[src/sv/vir_pkg.sv]
// shared constants and types for the voxel interior removal core
// no dependencies; imported by the core
package vir_pkg;

  localparam int unsigned VOXEL_W     = 8;
  localparam int unsigned LAYER_CNT_W = 9;
  localparam int unsigned APB_ADDR_W  = 3;
  localparam int unsigned APB_DATA_W  = 32;

  typedef enum logic [0:0] {
    OP_VOXEL = 1'b0,
    OP_DRAIN = 1'b1
  } op_e;

  // register index, taken from paddr[2]
  typedef enum logic [0:0] {
    REG_LAYER_COUNT = 1'b0,
    REG_UNUSED      = 1'b1
  } reg_idx_e;

endpackage

[src/sv/vir_ram.sv]
// generic single-write, single-read ram with registered read data
// read-before-write on a shared address; no dependencies
module vir_ram #(
  parameter int unsigned WIDTH = 8,
  parameter int unsigned DEPTH = 239,
  localparam int unsigned AW = (DEPTH > 1) ? $clog2(DEPTH) : 1
) (
  input  logic             clk_i,
  input  logic             we_i,
  input  logic [AW-1:0]    waddr_i,
  input  logic [WIDTH-1:0] wdata_i,
  input  logic             re_i,
  input  logic [AW-1:0]    raddr_i,
  output logic [WIDTH-1:0] rdata_o
);

  logic [WIDTH-1:0] mem_q [DEPTH];
  logic [WIDTH-1:0] rdata_q;

  always_ff @(posedge clk_i) begin
    if (we_i) begin
      mem_q[waddr_i] <= wdata_i;
    end
    if (re_i) begin
      rdata_q <= mem_q[raddr_i];
    end
  end

  assign rdata_o = rdata_q;

endmodule

[src/sv/voxel_interior_removal_core.sv]
// voxel interior removal core: streams a chunk layer by layer, clears interior voxels
// depends on vir_pkg and two vir_ram delay memories
// one beat per cycle in and out unless m_axis_tready stalls; a result enters the output
// register as its beat leaves the input register, and belongs to the voxel one layer earlier
// the window is two delay rams of LAYER_SIDE^2-LAYER_SIDE-1 entries plus a register line
// reset clears control state and sets layer_count to 1; ram contents stay undefined
module voxel_interior_removal_core #(
  parameter int unsigned MAX_LAYERS = 256,
  parameter int unsigned LAYER_SIDE = 16
) (
  input  logic                              clk_i,
  input  logic                              rst_ni,
  // tdata: voxel_in[7:0]
  input  logic                              s_axis_tvalid,
  output logic                              s_axis_tready,
  input  logic [vir_pkg::VOXEL_W-1:0]       s_axis_tdata,
  // tuser: op[0]
  input  logic [0:0]                        s_axis_tuser,
  // tdata: voxel_out[7:0]
  output logic                              m_axis_tvalid,
  input  logic                              m_axis_tready,
  output logic [vir_pkg::VOXEL_W-1:0]       m_axis_tdata,
  // tuser: removed[0]
  output logic [0:0]                        m_axis_tuser,
  output logic                              m_axis_tlast,
  input  logic                              psel,
  input  logic                              penable,
  input  logic                              pwrite,
  input  logic [vir_pkg::APB_ADDR_W-1:0]    paddr,
  input  logic [vir_pkg::APB_DATA_W-1:0]    pwdata,
  output logic [vir_pkg::APB_DATA_W-1:0]    prdata,
  output logic                              pready
);

  import vir_pkg::*;

  localparam int unsigned S  = LAYER_SIDE;
  localparam int unsigned N  = S * S;
  localparam int unsigned D  = N - S - 1;
  localparam int unsigned AW = $clog2(D);
  localparam int unsigned XW = $clog2(S);
  localparam int unsigned OW = $clog2(N);
  localparam int unsigned DW = $clog2(N + 1);
  localparam int unsigned ZW = $clog2(MAX_LAYERS + 1);
  localparam int unsigned EW = (ZW > LAYER_CNT_W) ? ZW : LAYER_CNT_W;

  // configuration
  logic [LAYER_CNT_W-1:0] layer_cnt_q;
  logic                   cfg_wr;
  logic [EW-1:0]          lc_ext;
  logic [ZW-1:0]          eff_layers;

  assign pready = 1'b1;
  assign cfg_wr = psel && penable && pwrite && (reg_idx_e'(paddr[2]) == REG_LAYER_COUNT);
  assign prdata = (reg_idx_e'(paddr[2]) == REG_LAYER_COUNT) ?
                  APB_DATA_W'(layer_cnt_q) : '0;

  always_ff @(posedge clk_i or negedge rst_ni) begin
    if (!rst_ni) begin
      layer_cnt_q <= LAYER_CNT_W'(1);
    end else if (cfg_wr) begin
      layer_cnt_q <= pwdata[LAYER_CNT_W-1:0];
    end
  end

  assign lc_ext = EW'(layer_cnt_q);
  always_comb begin
    if (lc_ext == '0) begin
      eff_layers = ZW'(1);
    end else if (lc_ext > EW'(MAX_LAYERS)) begin
      eff_layers = ZW'(MAX_LAYERS);
    end else begin
      eff_layers = lc_ext[ZW-1:0];
    end
  end

  // input register
  logic               in_valid_q;
  op_e                in_op_q;
  logic [VOXEL_W-1:0] in_data_q;
  logic               out_valid_q;
  logic               out_free;
  logic               proc;

  assign out_free      = !out_valid_q || m_axis_tready;
  assign s_axis_tready = !in_valid_q || out_free;
  assign proc          = in_valid_q && out_free;

  always_ff @(posedge clk_i or negedge rst_ni) begin
    if (!rst_ni) begin
      in_valid_q <= 1'b0;
    end else if (s_axis_tready) begin
      in_valid_q <= s_axis_tvalid;
    end
  end

  always_ff @(posedge clk_i) begin
    if (s_axis_tvalid && s_axis_tready) begin
      in_op_q   <= op_e'(s_axis_tuser[0]);
      in_data_q <= s_axis_tdata;
    end
  end

  // position of the newest accepted voxel and drain progress
  logic [XW-1:0] x_q, y_q;
  logic [OW-1:0] off_q;
  logic [ZW-1:0] z_q;
  logic [DW-1:0] drn_q;
  logic [OW:0]   drn_pos;
  logic          is_vox, is_drn, emit_v, shift;

  assign drn_pos = (OW + 1)'(off_q) + (OW + 1)'(drn_q);
  assign is_vox  = (in_op_q == OP_VOXEL) && (z_q < eff_layers);
  assign is_drn  = (in_op_q == OP_DRAIN) && (z_q == eff_layers) && (drn_pos < (OW + 1)'(N));
  assign emit_v  = is_vox && (z_q != '0);
  assign shift   = proc && (is_vox || is_drn);

  always_ff @(posedge clk_i or negedge rst_ni) begin
    if (!rst_ni) begin
      x_q   <= '0;
      y_q   <= '0;
      off_q <= '0;
      z_q   <= '0;
      drn_q <= '0;
    end else if (proc && is_vox) begin
      drn_q <= '0;
      off_q <= (off_q == OW'(N - 1)) ? '0 : off_q + OW'(1);
      if (x_q == XW'(S - 1)) begin
        x_q <= '0;
        if (y_q == XW'(S - 1)) begin
          y_q <= '0;
          z_q <= z_q + ZW'(1);
        end else begin
          y_q <= y_q + XW'(1);
        end
      end else begin
        x_q <= x_q + XW'(1);
      end
    end else if (proc && is_drn) begin
      drn_q <= drn_q + DW'(1);
    end
  end

  // window: ram a, register line, ram b
  logic [AW-1:0]      ptr_q;
  logic [VOXEL_W-1:0] ra_rdata, rb_rdata;
  logic [VOXEL_W-1:0] line_q [2*S];

  always_ff @(posedge clk_i or negedge rst_ni) begin
    if (!rst_ni) begin
      ptr_q <= '0;
    end else if (shift) begin
      ptr_q <= (ptr_q == AW'(D - 1)) ? '0 : ptr_q + AW'(1);
    end
  end

  vir_ram #(
    .WIDTH (VOXEL_W),
    .DEPTH (D)
  ) u_ram_a (
    .clk_i   (clk_i),
    .we_i    (shift),
    .waddr_i (ptr_q),
    .wdata_i (in_data_q),
    .re_i    (shift),
    .raddr_i (ptr_q),
    .rdata_o (ra_rdata)
  );

  vir_ram #(
    .WIDTH (VOXEL_W),
    .DEPTH (D)
  ) u_ram_b (
    .clk_i   (clk_i),
    .we_i    (shift),
    .waddr_i (ptr_q),
    .wdata_i (line_q[2*S-1]),
    .re_i    (shift),
    .raddr_i (ptr_q),
    .rdata_o (rb_rdata)
  );

  always_ff @(posedge clk_i) begin
    if (shift) begin
      line_q[0] <= ra_rdata;
      for (int k = 1; k < 2 * S; k++) begin
        line_q[k] <= line_q[k-1];
      end
    end
  end

  // neighborhood test on the voxel one layer back
  logic [VOXEL_W-1:0] center;
  logic               x_ok, y_ok, z_ok, inner;

  assign center = line_q[S-1];
  assign x_ok   = (x_q != '0) && (x_q <= XW'(S - 2));
  assign y_ok   = (y_q != '0) && (y_q <= XW'(S - 2));
  assign z_ok   = (z_q >= ZW'(2)) && (((ZW + 1)'(z_q) + (ZW + 1)'(1)) <= (ZW + 1)'(eff_layers));
  assign inner  = x_ok && y_ok && z_ok && (center != '0)
                  && (line_q[S-2] != '0) && (line_q[S] != '0)
                  && (line_q[2*S-1] != '0) && (ra_rdata != '0)
                  && (rb_rdata != '0) && (in_data_q != '0);

  // output register
  logic [VOXEL_W-1:0] out_data_q;
  logic               out_removed_q;
  logic               out_last_q;

  always_ff @(posedge clk_i or negedge rst_ni) begin
    if (!rst_ni) begin
      out_valid_q <= 1'b0;
    end else if (out_free) begin
      out_valid_q <= proc && (emit_v || is_drn);
    end
  end

  always_ff @(posedge clk_i) begin
    if (proc) begin
      if (is_drn) begin
        out_data_q    <= center;
        out_removed_q <= 1'b0;
        out_last_q    <= (drn_pos == (OW + 1)'(N - 1));
      end else begin
        out_data_q    <= inner ? '0 : center;
        out_removed_q <= inner;
        out_last_q    <= 1'b0;
      end
    end
  end

  assign m_axis_tvalid   = out_valid_q;
  assign m_axis_tdata    = out_data_q;
  assign m_axis_tuser[0] = out_removed_q;
  assign m_axis_tlast    = out_last_q;

  // checks
  a_removed_zero: assert property (@(posedge clk_i) disable iff (!rst_ni)
    m_axis_tvalid && m_axis_tuser[0] |-> m_axis_tdata == '0)
    else $error("removed beat carries nonzero data");

  a_last_not_removed: assert property (@(posedge clk_i) disable iff (!rst_ni)
    m_axis_tvalid && m_axis_tlast |-> !m_axis_tuser[0])
    else $error("last beat marked removed");

  a_drain_bound: assert property (@(posedge clk_i) disable iff (!rst_ni)
    drn_q <= DW'(N))
    else $error("drain count past one layer");

  a_drain_emits: assert property (@(posedge clk_i) disable iff (!rst_ni)
    shift && (in_op_q == OP_DRAIN) |=> out_valid_q)
    else $error("drain beat produced no result");

endmodule
[config.mk]
export PLATFORM = sky130hd
export DESIGN_NAME = voxel_interior_removal_core
export DESIGN_NICKNAME = d
export VERILOG_FILES = /design/src/sv/vir_pkg.sv /design/src/sv/vir_ram.sv /design/src/sv/voxel_interior_removal_core.sv
export SDC_FILE = /design/constraint.sdc
export NUM_CORES = 2
export LEC_CHECK = 0
export BUFFER_PORTS_ARGS = -buffer_cell sky130_fd_sc_hd__clkbuf_2
export CORE_MARGIN = 2
export CORE_UTILIZATION = 25
export CTS_BUF_LIST = sky130_fd_sc_hd__clkbuf_2
export DETAILED_ROUTE_END_ITERATION = 6
export HOLD_SLACK_MARGIN = 0.08
export SYNTH_ARGS = -nofsm -noshare
export SYNTH_HDL_FRONTEND = slang
export SYNTH_HIERARCHICAL = 1
export SYNTH_SLANG_ARGS = --single-unit
[constraint.sdc]
create_clock -name clk_i -period 6.4 [get_ports clk_i]
set_input_delay 0.32 -clock clk_i [delete_from_list [all_inputs] [get_ports clk_i]]
set_output_delay 0.32 -clock clk_i [all_outputs]
set_load 0.005 [all_outputs]
==> metrics.yaml <==
outcome:
  status: "completed"
die:
  fp.dieW_um: 807
  io_pins: 96
  core_um2: 642000
  die_area_um2: 651000
  initial_core_util_pct: 25.1
  die_h_um: 807
  core.rowCount: 294
synth:
  synthSimpleGateAreaFrac_pct: 3.04
  synth_area_leaders: "edfxtp_1 (77%), mux4_2 (13%), mux2i_1 (1.7%)"
  synth-main-ff-cell: "edfxtp_1"
  syn_avg_cell_area_um2: 21.1
  synth_area_um2: 161000
  ys_ff_latch: 4168
  yosys.area_share.xor_xnor_pct: 0.147
  yosys_warnings: 6
  ys_types: 79
  synth_top_family_by_area: "multiplexers"
  synth_top_area_share_pct: 76.7
  yosys.area_share.adder_pct: 0.323
  synthCells: 7633
  yosysSeqAreaShare_pct: 77.5
  synth_top_cell_by_area: "edfxtp_1"
  synth_compound_gate_area_share_pct: 2.62
  synth_edf_count: 4115
  ys_async_sr_fraction_pct: 1.27
  synthMuxAreaShare_pct: 14.8
finish:
  layout_common_cells: "edfxtp_1 (4115), clkbuf_2 (1414), mux4_2 (922)"
  area_growth_pct: 12.3
  layout_commonest_cell: "edfxtp_1"
  nets: 8561
  filler_cell_count: 63624
  drive_gt1_share_pct: 29.2
  design_area_um2: 181000
  final_util_pct: 28.2
detailed_routing:
  totalWireLength_mm: 389
  route.vias.total: 80170
  drt-vias-per-instance: 4.51
  drt_iter0_markers: 8817
  ant_nets: 0
  wl_per_cell_um: 21.9
  drc: 0
  firstDrtPassIters: 5
sta:
  setup_viol: 0
  fin_crit_ps: 5110
  relSlewSlack_pct: 13.3
  rsz0062_at_grt: "no"
  skew_ps: 321
  max_freq_mhz: 196
  hold_viol_final: 0
  finalCritPeriodShare_pct: 79.8
  setup_slack_ps: 1290
  slew_violations: 0
  tightestPinTransition_ps: 1300
  fin_tns_setup_ps: 0
global_routing:
  grt_max_degree: 192
  grt_pass1_wl_mm: 561
  overflow: 0
  grt_use_total_pct: 11.5
  antenna_found_initial: 14
  first_global_vias: 81394
place:
  port_buffers: 46
  hpwl_mm: 228
  postPlaceCellArea_um2: 172000
  post-place-ws_ps: 1460
  place_congestion: 0.816
min_path:
  min_path_type: "register to register"
  min_path_cells: 0
run:
  maxCapViolations: 0
clock_network:
  htreeDepth: 6
  cts_sinks: 4168
  cts_hold_buf: 92
  root_buffer: "clkbuf_2"
  post_cts_resized: 0
  cts_buffers: 922
  postCtsSetupBuffers: 0
  clock_latency_ps: 2100
  cts_buffer_depth: 4
  clkTransAtPathRegs_ps: 140
  cts_tree: "built"
pwr:
  power.leakage_nw: 56.3
  vdd_drop_max_mv: 0.323
  p_per_area_nw_per_um2: 367
worst_setup_path:
  r2r_cells: 12
  cp_max_fo: 51
  worstPathArrival_ps: 6600
  critPathKind: "register to register"
  cp-start-kind: "register"
  worstSetupEndpointType: "register"
  cp.required_ps: 7900
-- where the power goes --
part	switching (mW)	internal (mW)
clock	10.3	6.19
sequential	0.566	30.8
combinational	11.0	7.63
-- routing by layer --
metal	global-route usage, %	vias to the layer above	routed length (um)
met5	0	-	130
met4	3.31	18	9560
met3	2.26	608	28400
met2	18.6	3265	187000
met1	15.6	42365	164000
li1	-	33914	-
-- worst max-delay path, stage by stage, from the launching register on --
cell and delay (ps):
dfrtp_1 430, nor4_1 330, a21oi_1 140, nor2_1 200
ha_1 310, or4_4 560, nor3_1 190, mux2i_2 200
and2_4 250, inv_12 250, and3b_1 260, nand2_1 440
nor2_1 990
-- through the flow --
step	instances	hold WS, ps	power (mW)
2_1_floorplan	7655	24.4	44.4
3_3_place_gp	16037	400	50.5
3_5_place_dp	16037	405	50.6
4_1_cts	17762	228	67.2
5_1_grt	17765	323	69.4
6_report	17773	354	66.5
-- path summary, 6_finish.rpt --
check,startpoint,endpoint,slack (ps)
worst max register to register,layer_cnt_q[4],u_ram_a/mem_q[148][3],1290
min in group asynchronous,rst_ni,layer_cnt_q[4],550
worst min register to register,line_q[0][30],line_q[0][38],350
max in group asynchronous,rst_ni,ptr_q[5],5490
worst min-delay path,line_q[0][30],line_q[0][38],350
worst max-delay path,layer_cnt_q[4],u_ram_a/mem_q[148][3],1290
-- layout make-up --
type | instances | area [um^2] | share of cell area [%]
diodes | 11 | 27.5 | 0.0152
repair buffers | 345 | 3120 | 1.72
well taps | 8584 | 10700 | 5.93
flip-flops and latches | 4168 | 125000 | 69.0
inverters | 29 | 121 | 0.0670
clock inverters | 265 | 1480 | 0.818
multi-input cells | 3003 | 33800 | 18.7
clock buffers | 1368 | 6850 | 3.78
-- Yosys cell counts, types with 19 or more instances --
cell type,n
a2111oi_0,19
a211oi_1,53
a21oi_1,84
a221oi_1,50
a22o_1,44
a22oi_1,98
and2_1,25
buf_1,40
buf_2,79
buf_4,92
buf_6,39
clkbuf_1,200
dfrtp_1,52
edfxtp_1,4115
ha_1,40
inv_1,25
mux2_2,19
mux2i_1,278
mux4_2,922
nand2_1,206
nand2b_1,20
nand3_1,82
nand4_1,33
nor2_1,552
nor2b_1,43
nor3_1,37
nor4_1,34
o21ai_0,64
o22ai_1,70
-- registers in the layout, summed over array words and instances, names as in the netlist, 4 cells and up --
register	cells
off_q	8
layer_cnt_q	9
u_ram_a/mem_q	1912
in_data_q	8
ptr_q	8
y_q	4
z_q	9
x_q	4
line_q	256
u_ram_b/mem_q	1912
m_axis_tdata	8
u_ram_a/rdata_o	8
u_ram_b/rdata_o	8
drn_q	9
-- cell families (layout without fill, tap and decap cells) --
kind of cell               Yosys count  after routing
AOI/OAI and AO/OA                  592            592
adders and majority gates           41             41
other                                2             35
muxes                             1221           1221
DFF                               4168           4168
buffers and inverters              484           2007
and+or+nand+nor                   1098           1098
xor gates and xnor gates            27             27
No activity file was read; power rests on OpenSTA's default activity.
